<file path="config.mk">
export PLATFORM = sky130hd
export DESIGN_NAME = wildcard_signature_search_flat
export DESIGN_NICKNAME = d
export VERILOG_FILES = /design/src/wsig_pkg.sv /design/src/wsig_in_if.sv /design/src/wsig_out_if.sv /design/src/wsig_cfg_if.sv /design/src/wsig_cell.sv /design/src/wsig_tally.sv /design/src/wildcard_signature_search.sv /design/src/flat_wrapper.sv
export SDC_FILE = /design/constraint.sdc
export NUM_CORES = 2
export LEC_CHECK = 0
export ABC_AREA = 1
export CAP_MARGIN = 20
export CORE_ASPECT_RATIO = 0.8
export CORE_MARGIN = 2
export CORE_UTILIZATION = 55
export DETAILED_ROUTE_END_ITERATION = 8
export DONT_BUFFER_PORTS = 1
export HOLD_SLACK_MARGIN = 0.06
export MAX_ROUTING_LAYER = met4
export PLACE_DENSITY_LB_ADDON = 0.05
export SYNTH_ARGS = -nofsm -noshare
export SYNTH_HDL_FRONTEND = slang
export SYNTH_SLANG_ARGS = --single-unit
</file>
<file path="constraint.sdc">
create_clock -name clk -period 5.1 [get_ports clk]
set_clock_uncertainty 0.1 [all_clocks]
set_input_delay 1.02 -clock clk [delete_from_list [all_inputs] [get_ports clk]]
set_output_delay 1.02 -clock clk [all_outputs]
set_load 0.02 [all_outputs]
</file>
<file path="src/wsig_pkg.sv">
`default_nettype none
package wsig_pkg;

  // fixed field widths
  localparam int PAT_BYTES = 16;
  localparam int PAT_IDX_W = 4;
  localparam int LEN_W     = 5;
  localparam int CNT_W     = 9;
  localparam int EXP_W     = 8;
  localparam int SEEN_W    = 32;
  localparam int ADDR_W    = 64;
  localparam int CFG_IDX_W = 3;
  localparam int CFG_DATA_W = 64;

  typedef logic [PAT_BYTES-1:0][7:0] pat_t;

  typedef enum logic [1:0] {
    ST_OK         = 2'd0,
    ST_NO_MATCH   = 2'd1,
    ST_COUNT_DIFF = 2'd2,
    ST_INVALID    = 2'd3
  } status_t;

  typedef enum logic [CFG_IDX_W-1:0] {
    REG_PAT_LOW  = 3'd0,
    REG_PAT_HIGH = 3'd1,
    REG_WILDCARD = 3'd2,
    REG_LENGTH   = 3'd3,
    REG_EXPECTED = 3'd4,
    REG_BASE     = 3'd5
  } cfg_idx_t;

  // configuration as seen by the cells and the tally
  typedef struct packed {
    pat_t                  pat;
    logic [PAT_BYTES-1:0]  wild;
    logic [LEN_W-1:0]      len;
    logic [EXP_W-1:0]      expected;
    logic [ADDR_W-1:0]     base;
  } cfg_t;

  // end-of-image summary from the tally
  typedef struct packed {
    logic              short_img;
    logic [CNT_W-1:0]  count;
    logic [SEEN_W-1:0] offset;
  } verdict_t;

  typedef struct packed {
    status_t           status;
    logic [ADDR_W-1:0] addr;
    logic [CNT_W-1:0]  count;
  } result_t;

endpackage
`default_nettype wire

</file>
<file path="src/wsig_in_if.sv">
`default_nettype none
interface wsig_in_if;
  logic       valid;
  logic       ready;
  logic [7:0] data_byte;
  logic       last;

  modport source (output valid, output data_byte, output last, input ready);
  modport sink (input valid, input data_byte, input last, output ready);
endinterface
`default_nettype wire

</file>
<file path="src/wsig_out_if.sv">
`default_nettype none
interface wsig_out_if;
  logic        valid;
  logic        ready;
  logic [1:0]  status;
  logic [63:0] match_address;
  logic [8:0]  match_count;

  modport source (output valid, output status, output match_address, output match_count,
                  input ready);
  modport sink (input valid, input status, input match_address, input match_count,
                output ready);
endinterface
`default_nettype wire

</file>
<file path="src/wsig_cfg_if.sv">
`default_nettype none
interface wsig_cfg_if;
  logic        valid;
  logic        ready;
  logic [2:0]  index;
  logic [63:0] data;

  modport source (output valid, output index, output data, input ready);
  modport sink (input valid, input index, input data, output ready);
endinterface
`default_nettype wire

</file>
<file path="src/wsig_cell.sv">
`default_nettype none
module wsig_cell #(
  parameter int IDX = 0
) (
  input  wire logic           clk,
  input  wire logic           rst,
  input  wire logic           adv,
  input  wire logic           flush,
  input  wire logic [7:0]     byte_in,
  input  wire wsig_pkg::cfg_t cfg,
  output logic [7:0]          byte_out,
  output logic                hit
);
  import wsig_pkg::*;

  logic [7:0]           held;
  logic                 in_use;
  logic [LEN_W-1:0]     diff;
  logic [PAT_IDX_W-1:0] sel;

  // window slot IDX lines up with pattern byte len-1-IDX
  always_comb begin
    in_use = 6'(IDX) < {1'b0, cfg.len};
    diff   = cfg.len - LEN_W'(IDX + 1);
    sel    = diff[PAT_IDX_W-1:0];
    hit    = !in_use || cfg.wild[sel] || (byte_in == cfg.pat[sel]);
  end

  // shift the byte on, clear after the last beat
  always_ff @(posedge clk) begin
    if (rst) begin
      held <= '0;
    end else if (adv) begin
      held <= flush ? 8'd0 : byte_in;
    end
  end

  assign byte_out = held;

endmodule
`default_nettype wire

</file>
<file path="src/wsig_tally.sv">
`default_nettype none
module wsig_tally (
  input  wire logic           clk,
  input  wire logic           rst,
  input  wire logic           acc,
  input  wire logic           last,
  input  wire logic           hit,
  input  wire wsig_pkg::cfg_t cfg,
  output logic                done_valid,
  output wsig_pkg::verdict_t  done
);
  import wsig_pkg::*;

  logic [SEEN_W-1:0] bytes_seen;
  logic [CNT_W-1:0]  matches_found;
  logic [SEEN_W-1:0] first_offset;

  logic              seen_sat;
  logic [SEEN_W-1:0] seen_next;
  logic              long_enough;
  logic              room;
  logic              check;
  logic [CNT_W-1:0]  matches_next;
  logic [SEEN_W-1:0] offset_next;

  // position count, match count and first offset for this beat
  always_comb begin
    seen_sat     = &bytes_seen;
    seen_next    = seen_sat ? bytes_seen : bytes_seen + 1'b1;
    long_enough  = seen_next >= SEEN_W'(cfg.len);
    room         = matches_found <= {1'b0, cfg.expected};
    check        = !seen_sat && long_enough && room && hit;
    matches_next = matches_found + CNT_W'(check);
    offset_next  = (check && matches_found == '0) ? seen_next - SEEN_W'(cfg.len)
                                                  : first_offset;
  end

  // running state, cleared after the last beat
  always_ff @(posedge clk) begin
    if (rst) begin
      bytes_seen    <= '0;
      matches_found <= '0;
      first_offset  <= '0;
      done_valid    <= 1'b0;
    end else begin
      done_valid <= acc && last;
      if (acc) begin
        if (last) begin
          bytes_seen    <= '0;
          matches_found <= '0;
          first_offset  <= '0;
        end else begin
          bytes_seen    <= seen_next;
          matches_found <= matches_next;
          first_offset  <= offset_next;
        end
      end
    end
  end

  // summary of the image
  always_ff @(posedge clk) begin
    if (acc && last) begin
      done.short_img <= !long_enough;
      done.count     <= matches_next;
      done.offset    <= offset_next;
    end
  end

  a_clear_after_last: assert property (@(posedge clk) disable iff (rst)
    !rst && acc && last |=> done_valid && bytes_seen == '0 && matches_found == '0)
    else $error("state not cleared after last beat");

  a_hold_when_idle: assert property (@(posedge clk) disable iff (rst)
    !rst && !acc |=> $stable(bytes_seen) && $stable(matches_found) && $stable(first_offset))
    else $error("tally moved without a beat");

  a_first_kept: assert property (@(posedge clk) disable iff (rst)
    !rst && acc && !last && matches_found != '0 |=> $stable(first_offset))
    else $error("first offset overwritten");

endmodule
`default_nettype wire

</file>
<file path="src/wildcard_signature_search.sv">
`default_nettype none
// Wildcard byte-pattern search. Takes one image byte per cycle while the input is not
// stalled and compares the newest pattern-length bytes against the configured pattern
// (wildcard bytes match anything) at every position; on the beat marked last it gives
// one verdict (ok with base plus first match offset, no match, count differs, or
// invalid range) and clears its state. The row of window cells shifts once per accepted
// beat, so input runs at one byte per cycle when not stalled; the verdict is registered
// in the tally and then waits in a two-entry output buffer. Input stalls only while two
// verdicts are held (buffered or about to enter the buffer) and none leaves in that
// cycle. Configuration writes are taken in any cycle and should be made between images.
module wildcard_signature_search #(
  parameter int MAX_PATTERN = 16
) (
  input  wire logic   clk,
  input  wire logic   rst,
  wsig_in_if.sink     din,
  wsig_out_if.source  dout,
  wsig_cfg_if.sink    cfg
);
  import wsig_pkg::*;

  localparam int CAP = (MAX_PATTERN < PAT_BYTES) ? MAX_PATTERN : PAT_BYTES;

  cfg_t              cfg_q;
  logic [LEN_W-1:0]  len_wr;
  logic              acc;
  logic [7:0]        win [MAX_PATTERN];
  logic [MAX_PATTERN-1:0] hits;
  logic              done_valid;
  verdict_t          done;
  result_t           res;
  result_t           q [2];
  logic [1:0]        q_count;
  logic              pop;
  logic              wr_idx;

  assign acc       = din.valid && din.ready;
  assign cfg.ready = 1'b1;

  // pattern length clamped to one .. cap
  always_comb begin
    len_wr = cfg.data[LEN_W-1:0];
    if (len_wr == '0) len_wr = LEN_W'(1);
    if (len_wr > LEN_W'(CAP)) len_wr = LEN_W'(CAP);
  end

  // configuration registers
  always_ff @(posedge clk) begin
    if (rst) begin
      cfg_q.pat      <= '0;
      cfg_q.wild     <= '0;
      cfg_q.len      <= LEN_W'(1);
      cfg_q.expected <= EXP_W'(1);
      cfg_q.base     <= '0;
    end else if (cfg.valid) begin
      case (cfg_idx_t'(cfg.index))
        REG_PAT_LOW:  cfg_q.pat[7:0]  <= cfg.data;
        REG_PAT_HIGH: cfg_q.pat[15:8] <= cfg.data;
        REG_WILDCARD: cfg_q.wild      <= cfg.data[PAT_BYTES-1:0];
        REG_LENGTH:   cfg_q.len       <= len_wr;
        REG_EXPECTED: cfg_q.expected  <= cfg.data[EXP_W-1:0];
        REG_BASE:     cfg_q.base      <= cfg.data;
        default: ;
      endcase
    end
  end

  // window row, newest byte in cell zero
  for (genvar k = 0; k < MAX_PATTERN; k++) begin : g_cell
    wsig_cell #(.IDX(k)) u_cell (
      .clk      (clk),
      .rst      (rst),
      .adv      (acc),
      .flush    (din.last),
      .byte_in  ((k == 0) ? din.data_byte : win[(k == 0) ? 0 : k - 1]),
      .cfg      (cfg_q),
      .byte_out (win[k]),
      .hit      (hits[k])
    );
  end

  wsig_tally u_tally (
    .clk        (clk),
    .rst        (rst),
    .acc        (acc),
    .last       (din.last),
    .hit        (&hits),
    .cfg        (cfg_q),
    .done_valid (done_valid),
    .done       (done)
  );

  // verdict from the summary
  always_comb begin
    res.addr  = '0;
    res.count = '0;
    if (done.short_img || cfg_q.base == '0) begin
      res.status = ST_INVALID;
    end else if (done.count == '0) begin
      res.status = ST_NO_MATCH;
    end else if (done.count != {1'b0, cfg_q.expected}) begin
      res.status = ST_COUNT_DIFF;
      res.count  = done.count;
    end else begin
      res.status = ST_OK;
      res.count  = done.count;
      res.addr   = cfg_q.base + {{(ADDR_W-SEEN_W){1'b0}}, done.offset};
    end
  end

  // two-entry output buffer, head drives the port
  assign pop       = dout.valid && dout.ready;
  assign wr_idx    = (q_count - {1'b0, pop}) != 2'd0;
  assign din.ready = (q_count + {1'b0, done_valid} - {1'b0, pop}) < 2'd2;

  always_ff @(posedge clk) begin
    if (rst) begin
      q_count <= '0;
    end else begin
      q_count <= q_count + {1'b0, done_valid} - {1'b0, pop};
    end
  end

  always_ff @(posedge clk) begin
    if (done_valid && !wr_idx) begin
      q[0] <= res;
    end else if (pop) begin
      q[0] <= q[1];
    end
    if (done_valid && wr_idx) begin
      q[1] <= res;
    end
  end

  assign dout.valid         = q_count != 2'd0;
  assign dout.status        = q[0].status;
  assign dout.match_address = q[0].addr;
  assign dout.match_count   = q[0].count;

  a_buffer_bound: assert property (@(posedge clk) disable iff (rst)
    q_count != 2'd3)
    else $error("output buffer overflow");

  a_room_for_verdict: assert property (@(posedge clk) disable iff (rst)
    done_valid |-> q_count != 2'd2)
    else $error("verdict with no buffer room");

  a_stall_when_full: assert property (@(posedge clk) disable iff (rst)
    done_valid && q_count != 2'd0 && !pop |-> !din.ready)
    else $error("input open while buffer may overflow");

endmodule
`default_nettype wire

</file>
<file path="src/flat_wrapper.sv">
// flat-port wrapper written by rule: the top's interface ports become plain ports
module wildcard_signature_search_flat import wsig_pkg::*;
#(
  parameter int MAX_PATTERN = 16
)
  (clk, rst, din_valid, din_data_byte, din_last, din_ready, dout_valid, dout_status, dout_match_address, dout_match_count, dout_ready, cfg_valid, cfg_index, cfg_data, cfg_ready);
  wsig_in_if din_i ();
  wsig_out_if dout_i ();
  wsig_cfg_if cfg_i ();
  input  wire logic clk;
  input  wire logic rst;
  input wire logic [$bits(din_i.valid)-1:0] din_valid;
  input wire logic [$bits(din_i.data_byte)-1:0] din_data_byte;
  input wire logic [$bits(din_i.last)-1:0] din_last;
  output wire logic [$bits(din_i.ready)-1:0] din_ready;
  output wire logic [$bits(dout_i.valid)-1:0] dout_valid;
  output wire logic [$bits(dout_i.status)-1:0] dout_status;
  output wire logic [$bits(dout_i.match_address)-1:0] dout_match_address;
  output wire logic [$bits(dout_i.match_count)-1:0] dout_match_count;
  input wire logic [$bits(dout_i.ready)-1:0] dout_ready;
  input wire logic [$bits(cfg_i.valid)-1:0] cfg_valid;
  input wire logic [$bits(cfg_i.index)-1:0] cfg_index;
  input wire logic [$bits(cfg_i.data)-1:0] cfg_data;
  output wire logic [$bits(cfg_i.ready)-1:0] cfg_ready;
  assign din_i.valid = din_valid;
  assign din_i.data_byte = din_data_byte;
  assign din_i.last = din_last;
  assign din_ready = din_i.ready;
  assign dout_valid = dout_i.valid;
  assign dout_status = dout_i.status;
  assign dout_match_address = dout_i.match_address;
  assign dout_match_count = dout_i.match_count;
  assign dout_i.ready = dout_ready;
  assign cfg_i.valid = cfg_valid;
  assign cfg_i.index = cfg_index;
  assign cfg_i.data = cfg_data;
  assign cfg_ready = cfg_i.ready;
  wildcard_signature_search #(.MAX_PATTERN(MAX_PATTERN)) u_core (.clk(clk), .rst(rst), .din(din_i), .dout(dout_i), .cfg(cfg_i));
endmodule
</file>
# Word-level counts from Yosys, hierarchy flattened
# Memories as Yosys holds them, arrays and structs flattened.
# Index checks and enable logic that the tools add are counted.
dict set report op_classes {
  add_sub_neg 23
  magnitude_cmp 36
  eq_ne 22
  muxes 100
  n_bitwise 1
  n_reduce_logical 76
}
# operator n
set op_table {}
lappend op_table {{$bmux 8 s4} 16}
lappend op_table {{$mux 8} 31}
lappend op_table {{$mux 73} 2}
lappend op_table {{$eq 8x8->1} 16}
lappend op_table {{$mux 32} 4}
lappend op_table {{$lt 4x5->1 const B} 16}
lappend op_table {{$mux 75} 1}
lappend op_table {{$add 64x32->64} 1}
lappend op_table {{$bmux 1 s4} 16}
lappend op_table {{$logic_not 64->1} 1}
lappend op_table {{$mux 64} 1}
lappend op_table {{$lt 4x5->1 const A} 8}
lappend op_table {{$logic_or 1x1->1} 33}
lappend op_table {{$add 32x1->32 const B} 1}
lappend op_table {{$ge 32x5->1} 1}
lappend op_table {{$reduce_and 32->1} 1}
lappend op_table {{$sub 32x5->32} 1}
lappend op_table {{$sub 4x4->4 const B} 8}
lappend op_table {{$mux 1} 23}
lappend op_table {{$lt 3x5->1 const A} 4}
lappend op_table {{$logic_not 1->1} 19}
lappend op_table {{$logic_not 9->1} 2}
lappend op_table {{$reduce_and 16->1} 1}
lappend op_table {{$sub 4x3->4 const B} 4}
lappend op_table {{23 further kinds} 47}
dict set report word_totals {
  regBits 459
  ramBits 150
  inputBits 81
  out_inout_bits 78
  wordCells 302
  memories 1
}
# name words width read_ports rd_clocked_by_memory_dff wr line
set mem_list {}
lappend mem_list {u_core.q 2 75 2 0 2 wildcard_signature_search.sv:32} ;# result_t q [2];

# Logic depth before layout (Yosys ltp)
dict set report logic_depth {
  word_depth 10
  ltp_mapped 31
}

# Hierarchy
# Synthesis repeated with hierarchy kept, for this count alone.
dict set report hier_totals {
  cells_unflattened 10569
  area_unflattened_um2 58613.7
}
# module instances cells_each area_per_inst_um2
set by_module_without_submodules {}
lappend by_module_without_submodules {wildcard_signature_search 1 2521 18738.0}
lappend by_module_without_submodules {wsig_tally 1 1025 7023.0}
lappend by_module_without_submodules {{wsig_cell (u_core.g_cell[3].u_cell)} 1 508 2277.2}
lappend by_module_without_submodules {{wsig_cell (u_core.g_cell[11].u_cell)} 1 498 2219.6}
lappend by_module_without_submodules {{wsig_cell (u_core.g_cell[6].u_cell)} 1 452 2110.8}
lappend by_module_without_submodules {{wsig_cell (u_core.g_cell[13].u_cell)} 1 450 2107.0}
lappend by_module_without_submodules {{wsig_cell (u_core.g_cell[9].u_cell)} 1 453 2102.0}
lappend by_module_without_submodules {{wsig_cell (u_core.g_cell[1].u_cell)} 1 450 2087.0}
lappend by_module_without_submodules {{wsig_cell (u_core.g_cell[7].u_cell)} 1 454 2085.8}
lappend by_module_without_submodules {{wsig_cell (u_core.g_cell[14].u_cell)} 1 450 2079.5}
lappend by_module_without_submodules {{wsig_cell (u_core.g_cell[15].u_cell)} 1 451 2079.5}
lappend by_module_without_submodules {{wsig_cell (u_core.g_cell[5].u_cell)} 1 453 2058.2}
lappend by_module_without_submodules {{wsig_cell (u_core.g_cell[0].u_cell)} 1 402 1950.6}
lappend by_module_without_submodules {{wsig_cell (u_core.g_cell[4].u_cell)} 1 402 1948.1}
lappend by_module_without_submodules {{+4 rows} -- -- --}

# Least setup slack after synthesis
# No wires, ideal clock.
dict set report synth_timing {
  path_kind {input-to-reg}
  start {in dout_ready}
  end {reg, netlist name u_core.u_tally.done[0]}
  setup_time_ns 0.442
  t_arrival_ns 4.342
  setup_slack_ns 0.216
  path_stages 9
  cell_sequence {nand2_1 -> inv_1 -> ha_1 -> inv_1 -> ha_1 -> xor2_1 -> nand2_1 -> clkbuf_1 -> nor2_1}
}
dict set report synth_via {
  elab_chain_len 5
}
# item line
set synth_lines {}
lappend synth_lines {{start: declaration} flat_wrapper.sv:20} ;# input wire logic [$bits(dout_i.ready)-1:0] dout_ready;
lappend synth_lines {{$logic_and 1x1->1} wildcard_signature_search.sv:112} ;# assign pop = dout.valid && dout.ready;
lappend synth_lines {{$sub 2x1->2} wildcard_signature_search.sv:114} ;# assign din.ready = (q_count + {1'b0, done_valid} - {1'b0, pop}) < 2'd2;
lappend synth_lines {{$lt 2x2->1} wildcard_signature_search.sv:114}
lappend synth_lines {{via din_ready} flat_wrapper.sv:15} ;# output wire logic [$bits(din_i.ready)-1:0] din_ready;
lappend synth_lines {{$logic_and 1x1->1} wildcard_signature_search.sv:37} ;# assign acc = din.valid && din.ready;
lappend synth_lines {{$logic_and 1x1->1} wsig_tally.sv:63} ;# if (acc && last) begin
# The timed path passes the listed nets, and every way through them passes these cells.
# A chain may end at the register's enable or synchronous reset.

# Worst setup path after layout
dict set report layout_timing {
  start {reg u_core.cfg_q[74] (netlist bit)}
  end {reg u_core.u_tally.matches_found[8]}
}
dict set report layout_via {
  elab_chain_len 9
  word_cells_on_any_way 167
}
# item line
set layout_lines {}
lappend layout_lines {{start: declaration} wildcard_signature_search.sv:24} ;# cfg_t cfg_q;
lappend layout_lines {{$sub 4x1->4, or another cell as far along} wsig_cell.sv:24} ;# diff = cfg.len - LEN_W'(IDX + 1);
lappend layout_lines {{$bmux 8 s4 / $bmux 1 s4 (equally long branches)} wsig_cell.sv:26} ;# hit = !in_use || cfg.wild[sel] || (byte_in == cfg.pat[sel]);
lappend layout_lines {{$mux 8 (not written as such) / $mux 1 (equally long branches)} wsig_cell.sv:26}
lappend layout_lines {{$eq 8x8->1 / $logic_or 1x1->1 (equally long branches)} wsig_cell.sv:26}
lappend layout_lines {{$logic_or 1x1->1} wsig_cell.sv:26}
lappend layout_lines {{$reduce_and 16->1} wildcard_signature_search.sv:87} ;# .hit (&hits),
lappend layout_lines {{$logic_and 1x1->1 *} wsig_tally.sv:32} ;# check = !seen_sat && long_enough && room && hit;
lappend layout_lines {{$add 9x1->9 *} wsig_tally.sv:33} ;# matches_next = matches_found + CNT_W'(check);
lappend layout_lines {{via u_core.u_tally.matches_next[8]} wsig_tally.sv:23} ;# logic [CNT_W-1:0] matches_next;
lappend layout_lines {{$mux 9 *} wsig_tally.sv:48} ;# if (last) begin
lappend layout_lines {{end signal: assignment} wsig_tally.sv:54} ;# matches_found <= matches_next;
lappend layout_lines {{end: declaration} wsig_tally.sv:15} ;# logic [CNT_W-1:0] matches_found;
# The timed path passes the listed nets; every way through them passes the cells marked *. The select of a mux whose other input is x is not followed.

==> summary.txt <==
Yosys
  – Mean Syn Cell Area: 6.73 um2
  – Synth Instances: 5547
  – Area share of the largest cell type after synthesis: 22.4%
  – Share of synthesized flip-flops with an asynchronous set or reset: 0%
  – Unique cell type count in the Yosys netlist: 63
  – Yosys top cell by area: dfxtp_1
  – Area contributors post-synth: dfxtp_1 (22%), edfxtp_1 (15%), nand2_1 (15%)
  – Register area share after synthesis: 37.8%
  – Synthesized netlist net count: 5687
  – Synth Cell Area: 37300 um2
  – Yosys warnings: 0
  – Prevailing post-synth register cell: dfxtp_1
  – Yosys reg bits: 609
  – Post-synth EDFFs: 192

Critical path
  – Worst flop-to-flop path endpoint: u_core.u_tally.matches_found[8]
  – Crit path cell chain: buf_12 -> ha_2 -> nor2_1 -> nor2_2 -> inv_4 -> buf_4 -> nand3_1 -> nand2_1 -> nand2_1 -> nand4_1 -> nor2_1 -> nand2_2 -> nand2_1 -> nand4_4 -> nor4_4 -> buf_4 -> ha_1 -> ha_1 -> nand3_1 -> nor2_2 -> nand4_1 -> xnor2_1 -> nand2_1 -> a21oi_1
  – CP required: 5570 ps
  – Crit-path max FO: 22
  – Reg2Reg Depth: 24
  – Worst setup EP type: register
  – CP Data Arrival Time: 5390 ps
  – Max incr delay on CP: 430 ps
  – Slowest CP cell: dfxtp_4
  – Critical Path Source Type: register
  – Kind of critical path: reg2reg
  – Reg2reg setup slack: 180 ps
  – CP most frequent cell: nand2_1
  – Worst flop-to-flop path startpoint: u_core.cfg_q[74]

STA
  – Fin. max-slew vios: 0
  – Minimum clock period: 4920 ps
  – Final worst slack: 176 ps
  – Max transition margin: 26.5%
  – Worst slew pin tran: 1090 ps
  – FMAX: 203 MHz
  – Final setup fails: 0
  – Fin crit share: 96.6%
  – Hold Vio Cnt, Final: 0

GRT
  – First-pass GRT wire length: 204 mm
  – GR Overflow Total: 0
  – Vias in the first global route: 33100
  – GRT Util Overall: 39.3%
  – Largest net degree at the start of global routing: 202
  – Initial antenna violation count: 8

Status
  – Outcome: finished, final reports clean

Route
  – Met3 WL: 16.0 mm
  – Vias per Instance: 5.92
  – Iteration-0 DRC Markers: 4706
  – Vias post-DR: 37500
  – Met2 wire length: 56.0 mm
  – Drt wl/cell: 21.5 um
  – Post-Route WL: 136 mm
  – Final ANT Viol Nets: 0
  – Iteration count of the initial detailed-routing pass: 9
  – Met1 WL: 59.9 mm
  – DR top layer: met4
  – Remaining DRCs: 0

Place
  – Post-Place Cells: 6194
  – GP Congestion: 1.07
  – I/O Buffers: 0
  – Final HPWL DP: 104 mm
  – Pre-CTS worst setup slack: -143 ps

Layout
  – Multi-input logic area: 20200 um2
  – Util after Layout: 59.3%
  – Non-filler instance count after layout: 6330
  – Share of cells above drive strength 1: 5.84%
  – Final #Nets: 5494
  – Synth-to-Final Area Change: 6.90%
  – Fillers: 6542
  – FF/Latch Area: 14100 um2

Power and ir drop
  – Leak: 16.5 nW
  – P per Cell Area: 320 nW/um2
  – Maximum VDD drop: 0.295 mV

Min path
  – Min-delay src: rst
  – Worst Hold End: u_core.g_cell[7].u_cell.byte_out[6]
  – Hold path cells: 1
  – Tightest Hold Check Type: in2reg

Floorplanning
  – Die height: 237 um
  – Die area: 70000 um2
  – Initial Util: 55.5%
  – I/O pin count: 159
  – Row Count: 85
  – Die width: 295 um
  – Core area: 67200 um2

Clock tree
  – # hold bufs at CTS: 0
  – CTS tree: done
  – Clk root buf: clkbuf_16
  – Clk Latency, worst-skew pair: 680 ps
  – TritonCTS Sinks: 609
  – CTS buffer count: 61
  – Max Buffers Root-to-Sink: 3
  – Worst-path clk slew: 70 ps
  – H-tree depth: 2

Flow run
  – Max-cap viol count: 0
## synth_stat cells (7+ instances only)
master	instances
nand2_1	1513
nand3_1	961
nor2_1	675
dfxtp_1	417
inv_1	320
a21oi_1	319
o21ai_0	287
edfxtp_1	192
clkbuf_1	165
buf_4	98
nand4_1	74
buf_2	69
ha_1	57
nand3b_1	47
nor3_1	46
xor2_1	45
xnor2_1	34
nor4_1	28
buf_1	21
a31oi_1	14
inv_2	14
nor3b_1	14
and2_1	11
o21ba_2	11
o21a_1	10
or2_2	7
xor2_4	7
## where the power goes
group          leakage, nW  internal (W)  switching, W
registers             5.21       0.00541      0.000339
clock network         1.06       0.00266       0.00205
logic                 10.2      0.000648       0.00165
total                 16.5       0.00872       0.00404
## routing by layer
metal  vias to the layer above  GRT usage, %
met5                         -             -
met4                         0          11.3
met3                       277          10.6
met2                      1883          55.1
met1                     17300          55.2
li1                      18000             -
## cell families (layout without fill, tap and decap cells)
| kind of cell | count (synthesis) | count (layout) | synth area share (%) |
|---|---|---|---|
| buffers and inverters | 701 | 561 | 8.42 |
| adder cells (fa/ha/maj) | 59 | 59 | 2.02 |
| AND/OR/NAND/NOR | 3410 | 3410 | 39.6 |
| XOR/XNOR | 87 | 87 | 2.41 |
| multiplexers | 4 | 4 | 0.117 |
| flip-flops | 609 | 609 | 37.8 |
| AO/OA/AOI/OAI | 676 | 676 | 9.56 |
| other | 1 | 11 | 0.0101 |
## worst max path at each step
stage | start | end | slack, ps | cells after the start
4_1_cts | u_core.u_tally.bytes_seen[1] | u_core.u_tally.matches_found[8] | 40 | 26
2_1_floorplan | dout_ready | u_core.u_tally.done[0] | 220 | 9
6_report | u_core.cfg_q[74] | u_core.u_tally.matches_found[8] | 180 | 24
3_5_place_dp | u_core.u_tally.bytes_seen[1] | u_core.u_tally.matches_found[8] | -140 | 26
5_1_grt | u_core.cfg_q[72] | u_core.u_tally.matches_found[8] | -30 | 25
3_3_place_gp | u_core.u_tally.bytes_seen[1] | u_core.u_tally.matches_found[8] | -70 | 26
## layout make-up
| class | count | share of cell area [%] |
|---|---|---|
| tap | 913 | 2.86 |
| clock inverter | 29 | 0.690 |
| multi-input combinational | 4237 | 50.6 |
| timing repair buffer | 102 | 2.55 |
| inverter | 343 | 3.28 |
| clock buffer | 87 | 4.57 |
| sequential | 609 | 35.4 |
| antenna | 10 | 0.0627 |
## state kept, by name (all words and copies together) (netlist names)
| signal | count |
|---|---|
| u_core.u_tally.bytes_seen | 32 |
| u_core.u_tally.matches_found | 9 |
| u_core.cfg_q | 221 |
| u_core.g_cell.u_cell.byte_out | 120 |
| u_core.u_tally.first_offset | 32 |
| u_core.u_tally.done | 42 |
| u_core.q | 150 |
| u_core.u_tally.done_valid | 1 |
| u_core.q_count | 2 |
## metrics by stage
stage	hold WS [ps]	instance area [um2]	setup TNS, ps	power (W)
2_1_floorplan	345	37300	0	0.00757
3_3_place_gp	351	37600	-178	0.00806
3_5_place_dp	357	37600	-604	0.00807
4_1_cts	300	39700	0	0.0127
5_1_grt	305	39900	-49.6	0.0132
6_report	334	39900	0	0.0128
## cells in the final DEF (no fill, tap or decap), types with 74 or more instances in the layout
master    instances
o21ai_0         286
nand2_1        1509
a21oi_1         319
nand4_1          74
inv_1           319
edfxtp_1        192
dfxtp_1         412
nor2_1          665
buf_4            81
nand3_1         961
## critical path, delay by kind of cell (launching register included)
| family | cells | cell delay (ps) |
|---|---|---|
| AND/OR/NAND/NOR | 15 | 2490 |
| buffers and inverters | 4 | 790 |
| adder cells (fa/ha/maj) | 3 | 670 |
| flip-flops | 1 | 430 |
| XOR/XNOR | 1 | 230 |
| AO/OA/AOI/OAI | 1 | 120 |
## repair_timing
item                       CTS  global route
pin swaps                    0             5
gates cloned                 0             1
hold endpoints to repair     0             0
resized for setup            1            19
buffers inserted             0             9
setup endpoints to repair    8             9
No activity file was read; power rests on OpenSTA's default activity.
